--- src/assert_macros.svh ---
// ----------------------------------------------------------------------------
// Assertion macros
// Concurrent assertion shorthands shared by the residual statistics RTL.
// ----------------------------------------------------------------------------
`ifndef ASSERT_MACROS_SVH
`define ASSERT_MACROS_SVH

// Check a property on a given clock, muted while the given reset is low.
`define ABRS_ASSERT_AT(label, clk, rst_n, prop, msg) \
  label: assert property (@(posedge clk) disable iff (!rst_n) prop) else $error(msg);

// Check a property on the module's clk_i / rst_ni pair.
`define ABRS_ASSERT(label, prop, msg) \
  `ABRS_ASSERT_AT(label, clk_i, rst_ni, prop, msg)

`endif

--- src/abrs_pkg.sv ---
// ----------------------------------------------------------------------------
// abrs_pkg
// Types, widths and codes shared by the residual statistics block.
// ----------------------------------------------------------------------------
package abrs_pkg;

  localparam int unsigned BIN_COUNT_DEF = 4096;

  localparam int unsigned IN_TDATA_W  = 80;
  localparam int unsigned OUT_TDATA_W = 248;
  localparam int unsigned CODE_W      = 2;

  // bin width codes
  localparam logic [CODE_W-1:0] STEP_WHOLE     = 2'd0;
  localparam logic [CODE_W-1:0] STEP_TENTH     = 2'd1;
  localparam logic [CODE_W-1:0] STEP_HUNDREDTH = 2'd2;

  // item kinds
  localparam logic FUNC_ACC = 1'b0;
  localparam logic FUNC_REP = 1'b1;

  // angle to bin mapping: reciprocals for divide by 100 and by 10
  localparam logic [17:0] ANGLE_OFFSET = 18'd18000;
  localparam logic [16:0] RECIP_100    = 17'd83887;
  localparam int unsigned RECIP_100_SH = 23;
  localparam logic [16:0] RECIP_10     = 17'd52429;
  localparam int unsigned RECIP_10_SH  = 19;
  localparam logic [16:0] HALF_100     = 17'd50;
  localparam logic [16:0] HALF_10      = 17'd5;

  localparam logic [63:0] PCT_SCALE = 64'd10000;
  localparam logic [63:0] PCT_MAX   = 64'd1000000;

  typedef struct packed {
    logic        [23:0] neg_cnt;
    logic        [23:0] pos_cnt;
    logic signed [49:0] rsum;
    logic        [63:0] qsum;
    logic signed [48:0] dsum;
    logic signed [24:0] dmin;
    logic signed [24:0] dmax;
    logic        [25:0] amax;
  } bin_row_t;

  localparam bin_row_t ROW_RESET = '{
    neg_cnt: '0, pos_cnt: '0, rsum: '0, qsum: '0, dsum: '0,
    dmin: 25'h0FFFFFF, dmax: 25'h1000000, amax: '0
  };

  typedef enum logic [1:0] {
    OP_MUL,
    OP_DIV,
    OP_SQRT
  } unit_op_e;

  typedef enum logic [3:0] {
    RS_MR, RS_NQ, RS_SS, RS_NN, RS_VAR, RS_SD, RS_QN, RS_RMS,
    RS_MD, RS_SP, RS_PCT, RS_NP, RS_NEG, RS_PP, RS_POS
  } rep_step_e;

  typedef enum logic [3:0] {
    ST_CLEAR, ST_IDLE, ST_INDEX, ST_READ, ST_ACC_CALC, ST_ACC_WRITE,
    ST_REP_LOAD, ST_OP_START, ST_OP_WAIT, ST_OUT
  } ctrl_state_e;

  typedef struct packed {
    logic      in_take;
    logic      calc_index;
    logic      mem_rd;
    logic      acc_calc;
    logic      acc_wr;
    logic      clear_wr;
    logic      rep_load;
    logic      op_start;
    logic      out_load;
    rep_step_e step;
  } dp_cmd_t;

  typedef struct packed {
    logic is_report;
    logic skip;
    logic trivial;
    logic unit_done;
    logic clear_last;
    logic out_free;
  } dp_status_t;

  function automatic unit_op_e step_op(rep_step_e s);
    unit_op_e op;
    case (s)
      RS_NQ, RS_SS, RS_NN, RS_SP, RS_NP, RS_PP: op = OP_MUL;
      RS_SD, RS_RMS:                            op = OP_SQRT;
      default:                                  op = OP_DIV;
    endcase
    return op;
  endfunction

endpackage

--- src/abrs_ctrl.sv ---
// ----------------------------------------------------------------------------
// abrs_ctrl
// Sequencer for clearing, accumulate read-modify-write and report steps.
// ----------------------------------------------------------------------------
`include "assert_macros.svh"

module abrs_ctrl (
  input  logic                  clk_i,
  input  logic                  rst_ni,
  input  logic                  in_valid_i,
  output logic                  in_ready_o,
  input  abrs_pkg::dp_status_t  status_i,
  output abrs_pkg::dp_cmd_t     cmd_o
);
  import abrs_pkg::*;

  ctrl_state_e state_q, state_d;
  rep_step_e   step_q, step_d;

  always_ff @(posedge clk_i or negedge rst_ni) begin
    if (!rst_ni) begin
      state_q <= ST_CLEAR;
      step_q  <= RS_MR;
    end else begin
      state_q <= state_d;
      step_q  <= step_d;
    end
  end

  always_comb begin
    state_d = state_q;
    step_d  = step_q;
    case (state_q)
      ST_CLEAR:     if (status_i.clear_last) state_d = ST_IDLE;
      ST_IDLE:      if (in_valid_i) state_d = ST_INDEX;
      ST_INDEX:     state_d = ST_READ;
      ST_READ: begin
        if (status_i.is_report) state_d = ST_REP_LOAD;
        else if (status_i.skip) state_d = ST_IDLE;
        else state_d = ST_ACC_CALC;
      end
      ST_ACC_CALC:  state_d = ST_ACC_WRITE;
      ST_ACC_WRITE: state_d = ST_IDLE;
      ST_REP_LOAD: begin
        step_d  = RS_MR;
        state_d = status_i.trivial ? ST_OUT : ST_OP_START;
      end
      ST_OP_START:  state_d = ST_OP_WAIT;
      ST_OP_WAIT: begin
        if (status_i.unit_done) begin
          if (step_q == RS_POS) begin
            state_d = ST_OUT;
          end else begin
            step_d  = rep_step_e'(step_q + 4'd1);
            state_d = ST_OP_START;
          end
        end
      end
      ST_OUT:       if (status_i.out_free) state_d = ST_IDLE;
      default:      state_d = ST_CLEAR;
    endcase
  end

  always_comb begin
    in_ready_o       = (state_q == ST_IDLE);
    cmd_o.in_take    = (state_q == ST_IDLE) && in_valid_i;
    cmd_o.calc_index = (state_q == ST_INDEX);
    cmd_o.mem_rd     = (state_q == ST_READ);
    cmd_o.acc_calc   = (state_q == ST_ACC_CALC);
    cmd_o.acc_wr     = (state_q == ST_ACC_WRITE);
    cmd_o.clear_wr   = (state_q == ST_CLEAR);
    cmd_o.rep_load   = (state_q == ST_REP_LOAD);
    cmd_o.op_start   = (state_q == ST_OP_START);
    cmd_o.out_load   = (state_q == ST_OUT) && status_i.out_free;
    cmd_o.step       = step_q;
  end

  `ABRS_ASSERT(a_start_wait, cmd_o.op_start |=> (state_q == ST_OP_WAIT), "no wait after start")
  `ABRS_ASSERT(a_done_in_wait, status_i.unit_done |-> (state_q == ST_OP_WAIT), "stray unit done")

endmodule
--- config.mk ---
export PLATFORM = sky130hd
export DESIGN_NAME = abrs_ctrl
export DESIGN_NICKNAME = d
export VERILOG_FILES = /design/src/abrs_pkg.sv /design/src/abrs_ctrl.sv
export VERILOG_INCLUDE_DIRS = /design/src /design/src/src
export SDC_FILE = /design/constraint.sdc
export NUM_CORES = 1
export LEC_CHECK = 0
export ABC_AREA = 1
export BUFFER_PORTS_ARGS = -buffer_cell sky130_fd_sc_hd__buf_2
export CAP_MARGIN = 20
export CORE_MARGIN = 10
export CORE_UTILIZATION = 30
export CTS_CLUSTER_SIZE = 28
export DETAILED_ROUTE_END_ITERATION = 6
export PLACE_DENSITY = 0.52
export SETUP_SLACK_MARGIN = 0.5
export SKIP_LAST_GASP = 1
export SLEW_MARGIN = 20
export SYNTH_ARGS = -nofsm -noshare
export SYNTH_HDL_FRONTEND = slang
export SYNTH_SLANG_ARGS = --single-unit
--- constraint.sdc ---
create_clock -name clk_i -period 2.15 [get_ports clk_i]
set_input_delay 0.215 -clock clk_i [delete_from_list [all_inputs] [get_ports clk_i]]
set_output_delay 0.215 -clock clk_i [all_outputs]
set_load 0.005 [all_outputs]
### Yosys cells after proc, flatten, opt, wreduce, memory -nomap -nowiden

Cells that the tools add are included.

| storage, ports and cells | value |
|---|---|
| register bits after elaboration | 8 |
| bits in latches | 0 |
| memory bits (writable) | 0 |
| memory bits (read-only) | 0 |
| bits of input ports | 9 |
| output and inout port bits | 14 |
| word-level logic and storage cells | 36 |
| memories kept | 0 |

| operators by class | value |
|---|---|
| add/sub/neg operators | 1 |
| $mul | 0 |
| divide/modulo/power cells | 0 |
| $lt $le $gt $ge | 0 |
| equal/unequal tests | 15 |
| shift operators | 0 |
| multiplexer cells | 12 |
| bitwise logic cells | 0 |
| reductions and logical operators | 6 |

Operator list:

| operator | number |
|---|---|
| case mux 4 bit (10 select lines) | 1 |
| 2-to-1 mux 4 bit | 8 |
| == test 4 x 3 -> 1 bit, second input constant | 4 |
| == test 4 bit, second input constant | 3 |
| inequality test 2 bit, second input constant | 5 |
| == test 4 x 2 -> 1 bit, second input constant | 2 |
| case mux 4 bit (2 select lines) | 1 |
| 2-to-1 mux 3 bit | 2 |
| adder 4 x 1 -> 4 bit, second input constant | 1 |
| == test 4 x 1 -> 1 bit, second input constant | 1 |
| zero test 4 bit | 1 |
| AND reduction 4 bit | 1 |
| AND reduction 3 bit | 1 |
| logical AND 1 bit | 2 |
| nonzero test 2 bit | 1 |

### Longest topological paths before layout

Gate-level depths: netlist of the first run.

| logic depth | value |
|---|---|
| depth after elaboration | 4 |
| mapped depth | 8 |
| depth with buffers taken out | 8 |

### Worst setup path before layout of the first run

OpenSTA, ideal clock, no wires.

| timing path | value |
|---|---|
| path kind | flip-flop to flip-flop |
| start | register step_q[0] |
| end | register step_q[3] |
| setup time | 0.118 ns |
| arrival | 1.119 ns |
| data required time | 2.032 ns |
| path slack | 0.913 ns |
| cell stages (with the launch flop) | 9 |
| path buffers | 0 |
| clock period less this slack | 1.237 ns |
| cells stage by stage | dfrtp_1 inv_1 ha_1 nand3_1 nand3_1 nand2_2 nand2_2 nand2_1 nand2_1 |

| on the way | value |
|---|---|
| longest elaborated chain between the ends | 4 |
| elaborated cells between the ends (all ways) | 7 |
| those cells by class | add/sub (1); eq/ne (2); mux (3); reduce/logical (1) |

Ends and longest elaborated chain:

| what | RTL line | text |
|---|---|---|
| from (decl) | abrs_ctrl.sv:18 | `rep_step_e step_q, step_d;` |
| from (signal assigned) | abrs_ctrl.sv:26 | `step_q <= step_d;` |
| adder 4 x 1 -> 4 bit | abrs_ctrl.sv:54 | `step_d = rep_step_e'(step_q + 4'd1);` |
| 2-to-1 mux 4 bit | abrs_ctrl.sv:51 | `if (step_q == RS_POS) begin` |
| 2-to-1 mux 4 bit | abrs_ctrl.sv:50 | `if (status_i.unit_done) begin` |
| case mux 4 bit (2 select lines) | abrs_ctrl.sv:33 | `case (state_q)` |

Several ways; a longest one is shown, not always the timed one. The select of a mux whose other input is x is not followed.
A chain may end at the register's enable or synchronous reset.

==> results of run 1 <==
## what timing repair did
| item | 4_1_cts | 5_1_grt |
|---|---|---|
| endpoints found under the hold margin | 8 | 0 |
| resized for setup | 0 | 1 |
| hold buffers | 1 | 0 |
| setup endpoints to repair | 0 | 3 |
## worst max-delay path, stage by stage (launching register included)
cell and delay, ns:
dfrtp_2 0.42, inv_1 0.07, nor2_1 0.17, inv_1 0.11, nor3_1 0.14, buf_2 0.14
## final cells by class
| type | count | area share |
|---|---|---|
| well taps | 27 | 0.0410 |
| clock buffers | 3 | 0.0274 |
| multi-input cells | 78 | 0.459 |
| repair buffers | 23 | 0.146 |
| inverters | 18 | 0.0821 |
| flip-flops and latches | 8 | 0.245 |
## how the worst max path moves through the flow
| stage | end | slack [ns] | cells past startpoint |
|---|---|---|---|
| after global placement | step_q[0]$_DFFE_PN0P_ | 0.80 | 8 |
| final | cmd_o[4] | 0.62 | 5 |
| after detailed placement | step_q[0]$_DFFE_PN0P_ | 0.80 | 8 |
| after floorplan | step_q[3]$_DFFE_PN0P_ | 0.91 | 8 |
| after CTS | cmd_o[4] | 0.56 | 5 |
| after global routing | cmd_o[12] | 0.51 | 5 |
## synth_stat cells
library cell | number | area share
nor2_4 | 1 | 0.017
nor3_1 | 4 | 0.031
o21ai_0 | 1 | 0.0077
inv_1 | 15 | 0.087
dfrtp_1 | 8 | 0.31
o211ai_1 | 1 | 0.012
ha_1 | 2 | 0.039
xnor2_1 | 1 | 0.014
nand3b_1 | 1 | 0.012
o21ai_1 | 1 | 0.0077
nor2_2 | 4 | 0.039
nor2_1 | 16 | 0.093
nand3_1 | 11 | 0.085
nand4_1 | 1 | 0.0097
nand3_2 | 1 | 0.016
nand2_1 | 30 | 0.17
nand2_2 | 3 | 0.029
inv_2 | 3 | 0.017
## routing by layer
metal | vias to the layer above | GRT usage | share of wire
li1 | 374 | - | -
met1 | 298 | 0.0837 | 0.43
met2 | 21 | 0.156 | 0.46
met3 | 5 | 0.0322 | 0.095
met4 | 0 | 0.0471 | 0.020
met5 | - | 0 | 0
## metrics by stage
step           instance area, µm²  hold WS (ns)  power [µW]
3_5_place_dp                  790        0.0731         648
6_report                      823         0.333         759
5_1_grt                       823         0.366         848
3_3_place_gp                  790        0.0731         645
4_1_cts                       822         0.332         769
2_1_floorplan                 646       -0.0806         513
## power breakdown
group | total [µW] | internal [µW] | switching, µW
logic | 404 | 150 | 254
registers | 240 | 186 | 54.0
clock network | 115 | 63.9 | 51.3
## flip-flops by register name, summed over array words and instances (netlist names)
| name | count |
|---|---|
| state_q | 4 |
| step_q | 4 |
## cell families after synthesis
logic type               Yosys count  synth area share
flip-flops                         8             0.310
AO/OA/AOI/OAI                      3            0.0271
XOR/XNOR                           1            0.0136
adder cells (fa/ha/maj)            2            0.0388
AND/OR/NAND/NOR                   72             0.506
buffers and inverters             18             0.105
==> impl_metrics.tcl, run 1 <==
set metrics [dict create \
    status "finished clean" \
    grt_pass1_vias 725 \
    yosysSeqAreaShare 0.310 \
    avgSynthCellArea_um2 6.21 \
    num_antenna_cells 0 \
    numCtsBuffers 3 \
    drt-pass1-iter-count 3 \
    antenna_found_initial 0 \
    relSlewSlack 0.838 \
    fin_nets 143 \
    critPathKind "reg2out" \
    post-cts-setup-buffers 0 \
    min_period_ns 1.53 \
    seq_area_um2 201 \
    utilization 0.411 \
    instances_no_fill 157 \
    syn_inst 104 \
    groute.usage.overall 0.0868 \
    final_common_cell "nand2_1" \
    rows 16 \
    fillers 227 \
    wl_per_cell_um 11.5 \
    dpl.cell_count 153 \
    fmax_ghz 0.652 \
    pre_cts_slack_ns 0.797 \
    clk_latency_ns 0.26 \
    layout-drive-gt1-share 0.292 \
    maxSlewViolCount 0 \
    layout_setup_ws_ns 0.616 \
    hold_start "status_i[3]" \
    viasPerCell 4.45 \
    fp.dieW_um 66.4 \
    worstPathRequired_ns 1.93 \
    min_to "state_q[3]$_DFFE_PN0P_" \
    final_cell_mix "nand2_1, buf_2, nor2_1" \
    start_kind "flop" \
    critPathMaxFanout 7 \
    ant_nets 0 \
    areaGrowthSynthToFinish_pct 27.5 \
    rsz0062_at_grt "no" \
    syn-cell-area_um2 646 \
    grt_max_degree 9 \
    r2r-start "step_q[0]$_DFFE_PN0P_" \
    worst_setup_path_end_kind "output pin" \
    drt_iter0_markers 15 \
    cts_tree "yes" \
    syn_nets 115 \
    ys_seq_elements 8 \
    rr_endpoint "step_q[3]$_DFFE_PN0P_" \
    coreArea_um2 2000 \
    setup_tns_ns 0 \
    grt_pass1_wl_um 3020 \
    clock_skew_ns 0.00452 \
    gp_congestion 0.816 \
    power-per-cell-area_nw_per_um2 922 \
    reg2reg_depth 8 \
    ys_types 18 \
    die-area_um2 4410 \
    r2r_setup_slack_ns 0.80 \
    cts_htree_levels 1 \
    clk_pin_slew_worst_paths_ns 0.05 \
    die_y_um 66.4 \
    finalWirelength_um 1810 \
    worst_pin_slew_ns 0.242 \
    io_buffers 22 \
    clock_sinks 8 \
    cts_buffer_depth 2 \
    multi_input_area_um2 378 \
    ioPinCount 23 \
    grt.overflow.total 0 \
    hold_viol 0 \
    yosys_warnings 0 \
    finalCritPeriodShare 0.713 \
    ir_worst_vdd_v 0.000395 \
    root_buffer "clkbuf_4" \
    setup_violations 0 \
    vias 698 \
    leakage_uw 0.000499 \
    drv_cap 0 \
    hold_path.class "in2reg" \
    dp_hpwl_um 1540 \
    hold_path_depth 5 \
    worstPathArrival_ns 1.32 \
    start_util 0.322 \
    drc_errors 0 \
    cp-startpoint "state_q[0]$_DFFE_PN0P_" \
]
(Power assumes the default switching activity.)
==> run 2, diff against run 1 <==
Clock period 2.15 ns to 1.5 ns, I/O delays scaled along.
==> run 2 against run 1 <==
Sequential power grew 36%. Total power increased by 100%. Sequential cell count stayed put. Core utilization grew 13 points. Sequential share of layout area is 5.2 points lower. Non-clock buffer count rose by 12. Hold slack worse by 0.072 ns. Global-route usage is 0.81 points higher. Design area increased by 31%. Die area stayed put. Largest cell class unchanged. Largest power group unchanged.
==> impl_metrics.tcl, run 2 (synthesis results as in run 1) <==
set metrics [dict create \
    r2r-start "state_q[0]$_DFFE_PN0P_" \
    maxSlewViolCount 0 \
    io_buffers 22 \
    vias 780 \
    final_cell_mix "nand2_1, buf_2, inv_1" \
    drc_errors 0 \
    status "finished clean" \
    die-area_um2 4410 \
    drt-pass1-iter-count 4 \
    coreArea_um2 2000 \
    final_common_cell "nand2_1" \
    root_buffer "clkbuf_4" \
    worstPathArrival_ns 1.22 \
    rows 16 \
    num_antenna_cells 0 \
    clk_latency_ns 0.25 \
    layout_top_registers "state_q x4, step_q x4" \
    design_area_um2 1080 \
    cp_slowest_cell "dfrtp_2" \
    grt.overflow.total 0 \
    leakage_uw 0.000587 \
    finalCritPeriodShare 0.916 \
    worstPathRequired_ns 1.35 \
    pre_cts_slack_ns 0.208 \
    fp.dieW_um 66.4 \
    worst_setup_path_end_kind "output pin" \
    hold_viol 0 \
    start_kind "flop" \
    power-per-cell-area_nw_per_um2 1430 \
    rr_endpoint "state_q[0]$_DFFE_PN0P_" \
    layout_setup_ws_ns 0.126 \
    max_stage_delay_ns 0.44 \
    finalWirelength_um 2050 \
    grt_pass1_vias 789 \
    layout-drive-gt1-share 0.510 \
    cp_cell_sequence "buf_12, nor2_4, inv_2, nor3_2, buf_2" \
    utilization 0.539 \
    drv_cap 0 \
    fin_nets 155 \
    clock_sinks 8 \
    numCtsBuffers 3 \
    fmax_ghz 0.728 \
    grt_pass1_wl_um 3390 \
    critPathMaxFanout 4 \
    cts_buffer_depth 2 \
    cts_htree_levels 1 \
    min_period_ns 1.37 \
    setup_tns_ns 0 \
    start_util 0.322 \
    cp-startpoint "state_q[1]$_DFFE_PN0P_" \
    r2r_setup_slack_ns 0.15 \
    total_power_uw 1540 \
    grt_max_degree 9 \
    antenna_found_initial 0 \
    rsz0062_at_grt "yes" \
    cts_tree "yes" \
    reg2reg_depth 8 \
    place_area_um2 818 \
    relSlewSlack 0.824 \
    areaGrowthSynthToFinish_pct 67.2 \
    setup_violations 0 \
    viasPerCell 4.59 \
    critPathKind "reg2out" \
    drt_iter0_markers 9 \
    die_y_um 66.4 \
    ir_worst_vdd_v 0.000750 \
    clk_pin_slew_worst_paths_ns 0.06 \
    worst_pin_slew_ns 0.262 \
    clock_skew_ns 0.000221 \
    ioPinCount 23 \
    groute.usage.overall 0.0949 \
    hold_path.class "in2async" \
    gp_congestion 0.767 \
    wl_per_cell_um 12.0 \
    dp_hpwl_um 1500 \
    ant_nets 0 \
]
-- run 2: final cells by class --
type                    count  area [µm²]
flip-flops and latches      8         208
fillers                   209         922
inverters                  18        67.6
repair buffers             35         264
multi-input cells          78         480
clock buffers               4        26.3
well taps                  27        33.8
-- run 2: layer usage --
layer | vias to the layer above | share of wire | track usage
li1 | 399 | - | -
met4 | 0 | 0.014 | 0.0314
met2 | 15 | 0.54 | 0.182
met1 | 361 | 0.40 | 0.0960
met3 | 5 | 0.050 | 0.0237
met5 | - | 0 | 0
-- run 2: worst max-delay path by stage --
stage,slack [ns],depth (start not counted),endpoint
floorplan,0.31,8,step_q[2]$_DFFE_PN0P_
global placement,0.21,8,step_q[2]$_DFFE_PN0P_
detailed placement,0.21,8,step_q[2]$_DFFE_PN0P_
CTS,0.12,5,cmd_o[6]
global route,0.07,5,cmd_o[12]
finish,0.13,5,cmd_o[12]
-- run 2: power by group --
part | leakage [µW] | internal, µW | total, µW | switching, µW
registers | 0.0000983 | 271 | 327 | 56.8
clock network | 0.0000150 | 102 | 180 | 78.0
logic | 0.000474 | 457 | 1040 | 580
total | 0.000587 | 830 | 1540 | 715
-- run 2: what timing repair did --
| action | in CTS | in global routing |
|---|---|---|
| gates resized for setup | 18 | 11 |
| hold endpoints to repair | 8 | 0 |
| pin swaps | 12 | 4 |
| endpoints found under the setup margin | 22 | 22 |
| hold buffers | 1 | 0 |
| buffers inserted | 9 | 3 |
-- run 2: critical path, delay by kind of cell, from the launching register on --
kind	cells	cell delay (ns)
buffers and inverters	3	0.33
and+or+nand+nor	2	0.19
DFF	1	0.44
-- run 2: metrics by stage --
stage / hold WS (ns) / std cells
6_report: 0.260 / 170
5_1_grt: 0.286 / 170
4_1_cts: 0.254 / 167
3_5_place_dp: 0.00464 / 153
3_3_place_gp: 0.000792 / 153
2_1_floorplan: -0.146 / 104
==> run 3, diff against run 2 <==
Settings changed: CORE_UTILIZATION 30 to 47, PLACE_DENSITY 0.52 to 0.75.
==> run 3 against run 2 <==
Final cell count decreased by 5.9%. Design area increased by 2.1%. Sequential power increased by 13%. Sequential share of layout area decreased by 0.28 points. Clock skew increased by 0.0083 ns. Critical path depth increased by 3. Die area decreased by 26%. Critical path type is now reg2reg. Critical endpoint is now state_q[3]$_DFFE_PN0P_. Largest power group unchanged.
==> impl_metrics.tcl, run 3 (synthesis results as in run 1) <==
set metrics [dict create \
    clock_sinks 8 \
    cts_buffer_depth 2 \
    min_period_ns 1.38 \
    grt.overflow.total 0 \
    drt-pass1-iter-count 4 \
    areaGrowthSynthToFinish_pct 70.7 \
    grt_pass1_wl_um 3070 \
    grt_max_degree 9 \
    fin_nets 157 \
    numCtsBuffers 3 \
    maxSlewViolCount 0 \
    root_buffer "clkbuf_4" \
    cts_htree_levels 1 \
    worstPathArrival_ns 1.50 \
    path_common_cell "nand2_1" \
    relSlewSlack 0.831 \
    drc_errors 0 \
    setup_violations 0 \
    groute.usage.overall 0.113 \
    cp_cell_sequence "inv_4, buf_6, nor2_4, nand3_4, nand2_2, nor2_2, nand2_1, nand2_1" \
    worst_pin_slew_ns 0.251 \
    antenna_found_initial 0 \
    die_y_um 57.1 \
    gp_congestion 0.863 \
    power-per-cell-area_nw_per_um2 1510 \
    fp.dieW_um 57.1 \
    io_buffers 22 \
    critPathKind "reg2reg" \
    fmax_ghz 0.727 \
    start_util 0.496 \
    finalCritPeriodShare 0.917 \
    ioPinCount 23 \
    max_stage_delay_ns 0.44 \
    cp_slowest_cell "dfrtp_2" \
    num_antenna_cells 0 \
    final_common_cell "nand2_1" \
    coreArea_um2 1300 \
    clock_skew_ns 0.00852 \
    start_kind "flop" \
    hold_path.class "in2async" \
    worstPathRequired_ns 1.63 \
    hold_viol 0 \
    wl_per_cell_um 16.4 \
    finalWirelength_um 2620 \
    ir_worst_vdd_v 0.000932 \
    whs_ns 0.260 \
    dp_hpwl_um 1370 \
    final_cell_mix "nand2_1, buf_2, nor2_1" \
    setup_tns_ns 0 \
    worst_setup_path_end_kind "flop" \
    layout-drive-gt1-share 0.559 \
    cts_tree "yes" \
    rsz0062_at_grt "yes" \
    die-area_um2 3260 \
    drv_cap 0 \
    vias 834 \
    pre_cts_slack_ns 0.192 \
    grt_pass1_vias 726 \
    leakage_uw 0.000587 \
    drt_iter0_markers 38 \
    critPathMaxFanout 7 \
    viasPerCell 5.21 \
    layout_setup_ws_ns 0.125 \
    clk_pin_slew_worst_paths_ns 0.05 \
    ant_nets 0 \
    clk_latency_ns 0.25 \
    status "finished clean" \
    layout_top_registers "state_q x4, step_q x4" \
    rows 13 \
]
-- run 3: path summary, 6_finish.rpt --
path	end	start	slack (ns)	depth (start not counted)
hold reg to reg	step_q[3]$_DFFE_PN0P_	step_q[3]$_DFFE_PN0P_	0.57	2
setup / recovery	state_q[3]$_DFFE_PN0P_	state_q[3]$_DFFE_PN0P_	0.12	8
min in group clk_i	state_q[2]$_DFFE_PN0P_	status_i[3]	0.31	5
hold / removal	state_q[1]$_DFFE_PN0P_	rst_ni	0.26	2
setup reg to reg	state_q[3]$_DFFE_PN0P_	state_q[3]$_DFFE_PN0P_	0.12	8
max in group asynchronous	step_q[0]$_DFFE_PN0P_	rst_ni	1.05	2
-- run 3: final cells by class --
class	count	area [µm²]
Sequential cell	8	209
Fill cell	70	199
Timing Repair Buffer	37	269
Tap cell	15	18.8
Multi-Input combinational cell	78	504
Clock buffer	4	26.3
Inverter	18	75.1
-- run 3: routing by layer --
layer  share of wire  routed length (µm)  up-vias  GRT usage
met5               0                   0        -          0
met4           0.014                  36        0     0.0503
met3           0.074                 194        6     0.0398
met2            0.52                1370       43      0.205
met1            0.39                1030      385      0.112
li1                -                   -      400          -
-- run 3: per-stage QoR --
step           instances  total power [µW]   util  cell area [µm²]
2_1_floorplan        104               768      -              674
3_3_place_gp         141               948  0.617              803
3_5_place_dp         141               960  0.617              803
4_1_cts              153              1380  0.739              962
5_1_grt              160              1770  0.847             1100
6_report             160              1670  0.847             1100
-- run 3: repair_timing --
action                                  4_1_cts  5_1_grt
endpoints found under the setup margin       20       22
hold buffers                                  1        0
hold endpoints to repair                      8        0
setup buffers                                 7        7
pin swaps                                     5        9
resized for setup                            22       24
-- run 3: critical path, delay by kind of cell (launching register included) --
kind                   cells  cell delay [ns]
buffers and inverters      2             0.20
and+or+nand+nor            6             0.62
DFF                        1             0.44
-- run 3: power breakdown --
group | switching, µW | internal, µW | leakage [µW] | total, µW
clock | 64.2 | 101 | 0.0000150 | 165
sequential | 96.3 | 272 | 0.0000966 | 368
combinational | 656 | 476 | 0.000476 | 1130
total | 817 | 849 | 0.000587 | 1670
